File: src/sv/mpp_div.sv
// serial restoring divider, one quotient bit per cycle
module mpp_div (
    input  logic        clk,
    input  logic        rst_n,
    input  logic        start,
    input  logic [12:0] num,
    input  logic [3:0]  den,
    output logic        done,
    output logic [12:0] quo
);

    logic [12:0] quo_reg, quo_next;
    logic [4:0]  rem_reg, rem_next;
    logic [3:0]  cnt_reg, cnt_next;
    logic        run_reg, run_next;
    logic        done_reg, done_next;
    logic [4:0]  rem_sh;

    // one shift-subtract step
    always_comb
    begin
        quo_next  = quo_reg;
        rem_next  = rem_reg;
        cnt_next  = cnt_reg;
        run_next  = run_reg;
        done_next = 1'b0;
        rem_sh    = {rem_reg[3:0], quo_reg[12]};
        if (start)
        begin
            quo_next = num;
            rem_next = '0;
            cnt_next = '0;
            run_next = 1'b1;
        end
        else if (run_reg)
        begin
            if (rem_sh >= {1'b0, den})
            begin
                rem_next = rem_sh - {1'b0, den};
                quo_next = {quo_reg[11:0], 1'b1};
            end
            else
            begin
                rem_next = rem_sh;
                quo_next = {quo_reg[11:0], 1'b0};
            end
            cnt_next = cnt_reg + 4'd1;
            if (cnt_reg == 4'd12)
            begin
                run_next  = 1'b0;
                done_next = 1'b1;
            end
        end
    end

    always_ff @(posedge clk or negedge rst_n)
    begin
        if (!rst_n)
        begin
            run_reg  <= 1'b0;
            done_reg <= 1'b0;
            cnt_reg  <= '0;
        end
        else
        begin
            run_reg  <= run_next;
            done_reg <= done_next;
            cnt_reg  <= cnt_next;
        end
    end

    always_ff @(posedge clk)
    begin
        quo_reg <= quo_next;
        rem_reg <= rem_next;
    end

    assign done = done_reg;
    assign quo  = quo_reg;

endmodule

File: config.mk
export PLATFORM = sky130hd
export DESIGN_NAME = mpp_div
export DESIGN_NICKNAME = d
export VERILOG_FILES = /design/src/sv/mpp_div.sv
export SDC_FILE = /design/constraint.sdc
export NUM_CORES = 1
export LEC_CHECK = 0
export BUFFER_PORTS_ARGS = -buffer_cell sky130_fd_sc_hd__buf_2
export CAP_MARGIN = 20
export CORE_MARGIN = 2
export CORE_UTILIZATION = 45
export DETAILED_ROUTE_END_ITERATION = 7
export PLACE_DENSITY = 0.71
export RECOVER_POWER = 25
export SETUP_SLACK_MARGIN = 0.2
export SYNTH_ARGS = -nofsm -noshare
export SYNTH_HDL_FRONTEND = slang
export SYNTH_SLANG_ARGS = --single-unit
File: constraint.sdc
create_clock -name clk -period 5 [get_ports clk]
set_input_delay 0.25 -clock clk [delete_from_list [all_inputs] [get_ports clk]]
set_output_delay 0.25 -clock clk [all_outputs]
set_load 0.02 [all_outputs]
==> Yosys cells after proc, flatten, opt, wreduce, memory -nomap -nowiden <==
Cells that the tools add are included.
{ "totals": {"reg_bits": 23, "output_inout_bits": 14, "word_cells": 22} }
{ "op_classes": {"addsub": 2, "n_lt_le_gt_ge": 1, "n_eq_ne": 1, "muxes": 12, "reduce_logical": 1} }
{ "op_table": {"columns": ["cell", "count"], "rows": [
  ["13-bit two-way mux", 2],
  ["4-bit two-way mux", 3],
  ["1-bit two-way mux", 7],
  ["5-bit by 4-bit greater-or-equal comparator with 1-bit output", 1],
  ["4-bit by 1-bit adder with 4-bit output, second input constant", 1],
  ["4-bit == test, second input constant", 1],
  ["4-bit subtractor", 1],
  ["2-bit nonzero test", 1]
]} }

==> Depth between registers and ports, before layout <==
Gate-level depths: netlist of the first run.
{ "logic_depth": {"ltp_word": 4, "ltp_mapped": 8, "mapped_depth_nobuf": 8} }

==> Worst setup path before layout of the first run <==
Ideal clock, no wire load.
{ "synth_path": {"path_kind": "register -> register", "startpoint": "reg quo_reg[12] (netlist: quo[12])", "endpoint": "reg quo_reg[0] (netlist: quo[0]) (data pin)", "arrival_ns": 1.508, "path_slack_ns": 3.232, "stages_incl_launch_ff": 7, "path_buffers": 0, "synth_period_minus_slack_ns": 1.768, "cell_sequence": "edfxtp_1 -> inv_1 -> ha_1 -> nor2b_1 -> o221a_4 -> or2_4 -> mux2_2"} }
{ "synth_between": {"elab_chain_len": 4} }
{ "synth_rtl": {"columns": ["item", "line", "source"], "rows": [
  ["start, declared", "12", "logic [12:0] quo_reg, quo_next;"],
  ["start signal, assigned", "74", "quo_reg <= quo_next;"],
  ["5-bit by 4-bit greater-or-equal comparator with 1-bit output", "37", "if (rem_sh >= {1'b0, den})"],
  ["1-bit two-way mux", "37", null],
  ["13-bit two-way mux", "35", "else if (run_reg)"],
  ["13-bit two-way mux", "28", "if (start)"],
  ["net quo_next[0]", "12", null]
]} }
The timed path passes the listed nets, and every way through them passes these cells. The select of a mux whose other input is x is not followed.
A chain may end at the register's enable or synchronous reset.

==> Final worst setup path of the first run <==
{ "layout_path": {"startpoint": "reg rem_reg[0]", "endpoint": "reg quo_reg[0] (netlist: quo[0]) (data pin)"} }
{ "layout_between": {"elab_chain_len": 4} }
{ "layout_rtl": {"columns": ["item", "line", "source"], "rows": [
  ["start, declared", "13", "logic [4:0] rem_reg, rem_next;"],
  ["start signal, assigned", "75", "rem_reg <= rem_next;"],
  ["5-bit by 4-bit greater-or-equal comparator with 1-bit output", "37", null],
  ["1-bit two-way mux", "37", null],
  ["13-bit two-way mux", "35", null],
  ["13-bit two-way mux", "28", null],
  ["net quo_next[0]", "12", null]
]} }
The timed path passes the listed nets, and every way through them passes these cells. The select of a mux whose other input is x is not followed.

==> flow_summary_export.csv, run 1 <==
group,metric,value,unit
setup_path,cpMaxStageDelayCell,"dfxtp_1",
setup_path,critPathKind,"register to register",
clocking,cts.root.buffer_cell,"clkbuf_4",
setup_path,start_kind,"register",
finish,areaGrowthSynthToFinish,19.5,%
finish,multiInputGateArea,507,sq um
floorplan,rows,18,
finish,ff_latch_area,621,sq um
synthesis,syn-instance-count,94,
sta,worst_pin_slew,1.06,ns
sta,setup_slack,3.13,ns
power,p_leak,0.637,nW
finish,post-route-util,0.566,
placed_design,place_congestion,0.714,
setup_path,cp_data_arrival_time,1.95,ns
setup_path,crit_buf_inv,0,
sta,max_clock_freq,535,MHz
sta,fin_crit,1.87,ns
floorplan,dieArea,3030,sq um
clocking,htreeDepth,1,
synthesis,synth_cell_types,32,
setup_path,path_cells,"ha_1 > nor2b_1 > o221a_4 > or2_4 > mux2_2",
floorplan,core_area,2480,sq um
floorplan,io_pins,34,
synthesis,synth_flop_cell,"edfxtp_1",
route,wl_met1,930,um
floorplan,start_util,0.473,
clocking,cts_tree,"built",
finish,nFillCells,213,
power,ir_worst_vdd,0.223,mV
clocking,clkTransAtPathRegs,0.13,ns
sta,skew,0.00751,ns
clocking,cts.sinks,23,
finish,drive_gt1_frac,0.411,
sta,fin_crit_sh,0.374,
route,ant_nets,0,
job,maxCapViolCount,0,
route,first_pass_iters,4,
route,wl,2150,um
route,top_layer_used,"met4",
synthesis,ys_warn_count,0,
sta,rsz0062_at_grt,"no",
sta,slew_viol_final,0,
setup_path,required,5.08,ns
sta,hold_viol,0,
route,remaining_drc_errors,0,
clocking,cts_buffer_depth,2,
global_route,track_usage,0.156,
sta,relSlewSlack,0.294,
route,route.met3.wl,91,um
setup_path,crit_fanout,5,
synthesis,syn-cell-area,1170,sq um
power,total_power,0.522,mW
synthesis,ys_seq_area_frac,0.529,
route,dr_total_vias,824,
floorplan,die_height,55.0,um
floorplan,die_x,55.0,um
power,power.density,372,nW/um^2
synthesis,syn_nets,121,
run_status,status,"complete, no violations",
setup_path,crit_family,"flip-flops",
placed_design,hpwl,1610,um
synthesis,ys_ff_latch,23,
global_route,antenna_found_initial,0,
worst_hold_path,hp-class,"input pin to register",
clocking,cts_made_buffers,3,
global_route,grt_pass1_wl,3310,um
finish,design_area,1400,sq um
synthesis,synth_edf_count,13,
sta,setup_viol,0,
route,routed-wl-met2,1100,um
synthesis,synthArstFlopShare,0.261,
setup_path,cp-end-kind,"register",
global_route,grt-ovfl-total,0,
route,drtIter0Drc,11,
route,wire_per_inst,13.5,um
finish,nets,157,
route,via_per_inst,5.18,
global_route,grt_max_degree,25,
setup_path,slowest_delay,0.44,ns
placed_design,io_buffers,33,
placed_design,dp_slack,3.13,ns
finish,largest_reg_flops,13,
placed_design,placed_area,1360,sq um
finish,diodes,0,
sta,tns,0,ns
synthesis,syn-mean-instance-area,12.5,sq um
clocking,clock_latency,0.32,ns
global_route,grt_pass1_vias,760,
==> cells in the mapped netlist (2+ instances only) <==
cell / count / area share
xnor2_1: 2 / 0.015
nand4_1: 2 / 0.011
inv_1: 9 / 0.029
dfxtp_1: 4 / 0.068
xor2_1: 2 / 0.015
dfrtp_1: 6 / 0.13
ha_1: 6 / 0.064
nor4b_1: 2 / 0.015
buf_1: 2 / 0.0064
nor2_1: 9 / 0.029
a311oi_1: 2 / 0.015
nand2_1: 3 / 0.0096
o21bai_1: 2 / 0.013
edfxtp_1: 13 / 0.33
mux2_2: 13 / 0.12
==> cell families (layout without fill, tap and decap cells) <==
group / Yosys count / count (layout) / synth area share
AOI/OAI and AO/OA: 11 / 11 / 0.0832
xor gates and xnor gates: 4 / 4 / 0.0299
adders and majority gates: 7 / 7 / 0.0811
buffers and inverters: 12 / 47 / 0.0384
DFF: 23 / 23 / 0.529
muxes: 14 / 14 / 0.133
and+or+nand+nor: 23 / 23 / 0.105
==> power by group <==
part / total [mW] / switching [mW] / leakage, nW / internal (mW)
Sequential: 0.257 / 0.0216 / 0.247 / 0.235
Clock: 0.0883 / 0.0577 / 0.0139 / 0.0306
Combinational: 0.177 / 0.0921 / 0.376 / 0.0849
==> worst paths after layout <==
path	start	end	slack (ns)	depth (start not counted)
setup / recovery	rem_reg[0]	quo[0]	3.13	5
hold / removal	num[10]	quo[10]	0.22	2
setup reg to reg	rem_reg[0]	quo[0]	3.13	5
hold reg to reg	rem_reg[3]	rem_reg[3]	0.47	2
max in group asynchronous	rst_n	cnt_reg[2]	4.46	2
min in group asynchronous	rst_n	cnt_reg[1]	0.31	2
==> worst register-to-register path: stages (launching register included) <==
cell     delay (ns)
dfxtp_1        0.44
ha_1           0.27
nor2b_1        0.16
o221a_4        0.26
or2_4          0.24
mux2_2         0.26
==> cell usage in the layout (no fill, tap or decap), types with 2 or more instances in the layout <==
| master | n |
|---|---|
| a311oi_1 | 2 |
| dfrtp_1 | 6 |
| dfxtp_1 | 4 |
| nand2_1 | 3 |
| clkbuf_4 | 3 |
| nor4b_1 | 2 |
| mux2_2 | 13 |
| o21bai_1 | 2 |
| ha_1 | 6 |
| inv_1 | 9 |
| buf_2 | 31 |
| xor2_1 | 2 |
| edfxtp_1 | 13 |
| nand4_1 | 2 |
| nor2_1 | 9 |
| xnor2_1 | 2 |
| clkbuf_1 | 2 |
==> metrics by stage <==
| stage | hold WS (ns) | std cells |
|---|---|---|
| after CTS | 0.207 | 159 |
| after global placement | 0.0806 | 154 |
| final | 0.223 | 159 |
| after global routing | 0.208 | 159 |
| after detailed placement | 0.0796 | 154 |
| after floorplan | -0.0456 | 94 |
==> cell type report <==
cell class | count | share of cell area
sequential | 23 | 0.443
tap | 30 | 0.0268
clock inverter | 1 | 0.00536
clock buffer | 3 | 0.0161
timing repair buffer | 34 | 0.123
inverter | 9 | 0.0241
multi-input combinational | 59 | 0.362
==> metal layers <==
metal	track usage	vias to the layer above
met5	0	-
met1	0.197	396
met4	0.0610	0
li1	-	407
met3	0.0403	5
met2	0.254	16
==> what timing repair did <==
item,CTS,global route
gates resized for setup,0,0
buffers inserted,0,0
hold endpoints to repair,6,0
hold buffers,1,0
Note: power is estimated with default switching activity, not from simulation.
==> inputs of run 2 (changes only) <==
==> constraint.sdc (replaced) <==
create_clock -name clk -period 1.8 [get_ports clk]
set_input_delay 0.09 -clock clk [delete_from_list [all_inputs] [get_ports clk]]
set_output_delay 0.09 -clock clk [all_outputs]
set_load 0.02 [all_outputs]
==> run 2 against run 1 <==
Against the previous run:
- worst hold slack worse by 0.14 ns
- flip-flop and latch count unchanged
- via count rose by 3.0%
- cell area rose by 11%
- count of clock-buffer cells in the layout grew 1
- sequential power increased to 2.8 times the previous value
- fmax up 6.9%
- global-route usage rose by 0.72 points
- largest power group is now combinational cells
- clock power rose to 2.6 times the previous value
- routed wire length is 11% higher
==> flow_summary_export.csv, run 2 (synthesis results as in run 1) <==
group,metric,value,unit
run_status,status,"complete, no violations",
finish,areaGrowthSynthToFinish,32.3,%
placed_design,io_buffers,33,
finish,largest_reg_flops,13,
clocking,cts.sinks,23,
sta,skew,0.00195,ns
sta,setup_viol,0,
global_route,grt_pass1_wl,3420,um
sta,worst_pin_slew,0.547,ns
worst_hold_path,hp-class,"input pin to register",
global_route,grt_pass1_vias,787,
power,power.density,1090,nW/um^2
clocking,htreeDepth,1,
route,wire_per_inst,14.3,um
setup_path,required,1.86,ns
sta,fin_hold_ws,0.0862,ns
clocking,cts_made_buffers,3,
sta,max_clock_freq,572,MHz
global_route,track_usage,0.163,
finish,nFillCells,217,
finish,final_cell_mix,"32 x buf_2, 13 x mux2_2, 13 x edfxtp_1",
worst_hold_path,worstHoldStart,"num[3]",
sta,relSlewSlack,0.635,
setup_path,reg2reg_slack,0.05,ns
finish,final_common_cell,"buf_2",
finish,drive_gt1_frac,0.559,
global_route,grt-ovfl-total,0,
setup_path,startpoint,"rem_reg[1]",
sta,hold_viol,0,
clocking,cts_tree,"built",
setup_path,r2r-start,"rem_reg[1]",
sta,tns,0,ns
finish,final_cells,166,
power,p_leak,0.701,nW
setup_path,crit_fanout,4,
route,via_per_inst,5.11,
global_route,grt_max_degree,25,
sta,slew_viol_final,0,
placed_design,dp.cells,157,
job,maxCapViolCount,0,
setup_path,critPathKind,"register to register",
route,dr_total_vias,849,
floorplan,die_x,55.0,um
sta,rsz0062_at_grt,"yes",
route,remaining_drc_errors,0,
setup_path,cp_data_arrival_time,1.81,ns
clocking,clock_latency,0.30,ns
floorplan,core_area,2480,sq um
finish,diodes,0,
route,wl,2380,um
floorplan,io_pins,34,
global_route,antenna_found_initial,0,
floorplan,rows,18,
floorplan,dieArea,3030,sq um
floorplan,start_util,0.473,
route,ant_nets,0,
sta,fin_crit_sh,0.971,
placed_design,hpwl,1580,um
floorplan,die_height,55.0,um
placed_design,place_congestion,0.778,
clocking,cts.root.buffer_cell,"clkbuf_4",
sta,fin_crit,1.75,ns
route,drtIter0Drc,9,
clocking,cts_buffer_depth,2,
route,first_pass_iters,4,
setup_path,cp-end-kind,"register",
finish,nets,164,
setup_path,start_kind,"register",
clocking,clkTransAtPathRegs,0.12,ns
power,ir_worst_vdd,0.739,mV
[run 2: cell count changes in the layout (fill, tap and decap cells not counted), sizes merged]
cell,before,now
buf,31,39
clkinvlp,1,0
[run 2: path summary, 6_finish.rpt]
kind                         endpoint  depth (start not counted)
setup / recovery               quo[0]                          5
hold / removal                 quo[3]                          2
setup reg to reg               quo[0]                          5
hold reg to reg            rem_reg[3]                          2
max in group asynchronous  cnt_reg[2]                          2
min in group asynchronous  cnt_reg[0]                          2
[run 2: through the flow]
stage	util	total power [mW]	setup slack (ns)	area [sq um]
after floorplan	-	1.08	0.0320	1170
after global placement	0.560	1.24	0.0711	1390
after detailed placement	0.560	1.25	0.0506	1390
after CTS	0.608	1.60	0.0622	1510
after global routing	0.626	1.79	0.0260	1550
final	0.626	1.69	0.0522	1550
[run 2: final cells by class]
cell class / instances / area, sq um / share of cell area
sequential: 23 / 623 / 0.402
multi-input combinational: 59 / 601 / 0.387
clock buffer: 4 / 26.3 / 0.0169
inverter: 9 / 33.8 / 0.0218
tap: 30 / 37.5 / 0.0242
timing repair buffer: 41 / 230 / 0.148
[run 2: repair_timing]
item                                    4_1_cts  5_1_grt
hold buffers                                  1        0
setup buffers                                 3        1
endpoints found under the hold margin         6        0
endpoints found under the setup margin        4        5
pin swaps                                     5        5
gates resized for setup                      13        8
[run 2: report_power, final]
part | switching [mW] | internal (mW)
sequential | 0.0587 | 0.657
clock | 0.142 | 0.0862
combinational | 0.354 | 0.396
total | 0.554 | 1.14
[run 2: metal layers]
metal,GRT usage,vias up,part of all wire
li1,-,421,-
met1,0.220,414,0.46
met2,0.256,14,0.50
met3,0.0376,0,0.032
met4,0.0610,0,0
met5,0,-,0
[run 2: critical path, stage by stage (launching register included)]
cell	delay [ns]
dfxtp_2	0.35
ha_4	0.15
or2_4	0.25
o221a_4	0.24
or2_4	0.25
mux2_2	0.26
==> inputs of run 3 (changes only) <==
--- a/config.mk
+++ b/config.mk
@@ -10,6 +10,7 @@
 export CORE_MARGIN = 2
 export CORE_UTILIZATION = 45
 export DETAILED_ROUTE_END_ITERATION = 7
+export MAX_ROUTING_LAYER = met4
 export PLACE_DENSITY = 0.71
 export RECOVER_POWER = 25
 export SETUP_SLACK_MARGIN = 0.2
==> run 3 against run 2 <==
Against the previous run:
- via count rose by 0.24%
- cell area did not move
- setup slack barely moved
- largest power group unchanged
- critical path type unchanged
- count of clock-buffer cells in the layout did not move
- flip-flop and latch count did not move
- critical path depth did not move
- cell count did not move
- total power barely moved
==> flow_summary_export.csv, run 3 (synthesis results as in run 1) <==
group,metric,value,unit
sta,fin_crit,1.75,ns
floorplan,die_x,55.0,um
finish,design_area,1550,sq um
sta,tns,0,ns
placed_design,place_congestion,0.788,
setup_path,r2r_cells,5,
route,wire_per_inst,14.3,um
setup_path,crit_family,"simple AND/OR/NAND/NOR gates",
global_route,antenna_found_initial,0,
power,p_leak,0.701,nW
route,remaining_drc_errors,0,
setup_path,cp_common_cell,"or2_4",
route,dr_total_vias,851,
clocking,clkTransAtPathRegs,0.12,ns
finish,final_common_cell,"buf_2",
job,maxCapViolCount,0,
placed_design,dp_slack,0.0506,ns
finish,post-route-util,0.626,
route,routed-wl-met2,1190,um
route,top_layer_used,"met4",
clocking,cts_buffer_depth,2,
sta,slew_viol_final,0,
route,drtIter0Drc,9,
clocking,clock_latency,0.30,ns
placed_design,hpwl,1580,um
route,first_pass_iters,4,
finish,ff_latch_area,623,sq um
finish,diodes,0,
setup_path,cp-end-kind,"register",
setup_path,reg2reg_slack,0.05,ns
floorplan,dieArea,3030,sq um
finish,areaGrowthSynthToFinish,32.3,%
power,ir_worst_vdd,0.739,mV
worst_hold_path,min_delay_path_depth,2,
finish,nFillCells,217,
floorplan,rows,18,
finish,final_cell_mix,"32 x buf_2, 13 x mux2_2, 13 x edfxtp_1",
sta,relSlewSlack,0.635,
setup_path,cp_data_arrival_time,1.81,ns
finish,largest_reg_flops,13,
setup_path,cpMaxStageDelayCell,"dfxtp_2",
setup_path,crit_buf_inv,0,
finish,nets,164,
global_route,grt_pass1_wl,3430,um
finish,multiInputGateArea,601,sq um
sta,worst_pin_slew,0.547,ns
route,ant_nets,0,
setup_path,start_kind,"register",
sta,setup_slack,0.0521,ns
setup_path,required,1.86,ns
sta,rsz0062_at_grt,"yes",
setup_path,slowest_delay,0.35,ns
floorplan,io_pins,34,
global_route,track_usage,0.168,
setup_path,crit_fanout,4,
placed_design,placed_area,1390,sq um
finish,drive_gt1_frac,0.559,
setup_path,critPathKind,"register to register",
power,power.density,1090,nW/um^2
global_route,grt_max_degree,25,
floorplan,start_util,0.473,
worst_hold_path,hp-class,"input pin to register",
clocking,cts.root.buffer_cell,"clkbuf_4",
run_status,status,"complete, no violations",
sta,setup_viol,0,
floorplan,core_area,2480,sq um
global_route,grt-ovfl-total,0,
sta,hold_viol,0,
sta,fin_crit_sh,0.971,
route,route.met3.wl,63,um
global_route,grt_pass1_vias,786,
clocking,htreeDepth,1,
route,via_per_inst,5.13,
placed_design,io_buffers,33,
setup_path,path_cells,"ha_4 > or2_4 > o221a_4 > or2_4 > mux2_2",
sta,skew,0.00198,ns
floorplan,die_height,55.0,um
sta,max_clock_freq,572,MHz
route,wl_met1,1120,um
clocking,cts_tree,"built",
setup_path,path_depth,5,
clocking,cts.sinks,23,
route,wl,2380,um
clocking,cts_made_buffers,3,
[run 3: cell counts in the layout (fill, tap and decap cells not counted)]
No cell type changed its count.
[run 3: through the flow]
step           instances  hold slack [ns]  power (mW)
2_1_floorplan         94           -0.206        1.08
3_3_place_gp         157          -0.0794        1.24
3_5_place_dp         157          -0.0769        1.25
4_1_cts              165           0.0753        1.60
5_1_grt              166           0.0710        1.79
6_report             166           0.0862        1.69
[run 3: final timing paths]
check,startpoint,to
setup / recovery,rem_reg[1],quo[0]
min in group asynchronous,rst_n,cnt_reg[0]
hold reg to reg,rem_reg[3],rem_reg[3]
setup reg to reg,rem_reg[1],quo[0]
max in group asynchronous,rst_n,cnt_reg[2]
hold / removal,num[3],quo[3]
[run 3: timing repair]
action | in CTS | in global routing
endpoints found under the hold margin | 6 | 0
resized for setup | 13 | 8
hold buffers | 1 | 0
gates cloned | 0 | 0
pin swaps | 5 | 5
setup buffers | 3 | 1
endpoints found under the setup margin | 4 | 5
[run 3: worst reg2reg max path, delay by kind of cell, from the launching register on]
kind,cells,cell delay (ns)
adders and majority gates,1,0.15
muxes,1,0.26
DFF,1,0.35
AOI/OAI and AO/OA,1,0.24
and+or+nand+nor,2,0.51
[run 3: where the power goes]
| group | internal [mW] | total (mW) | switching, mW |
|---|---|---|---|
| Combinational | 0.396 | 0.750 | 0.354 |
| Sequential | 0.657 | 0.716 | 0.0588 |
| Clock | 0.0862 | 0.228 | 0.142 |
[run 3: cell type report]
type	count	share of cell area
Timing Repair Buffer	41	0.148
Tap cell	30	0.0242
Clock buffer	4	0.0169
Inverter	9	0.0218
Multi-Input combinational cell	59	0.387
Sequential cell	23	0.402
[run 3: routing by layer]
metal / vias up / GRT usage
li1: 421 / -
met1: 414 / 0.223
met2: 14 / 0.256
met3: 2 / 0.0323
met4: 0 / 0.0610
met5: - / -
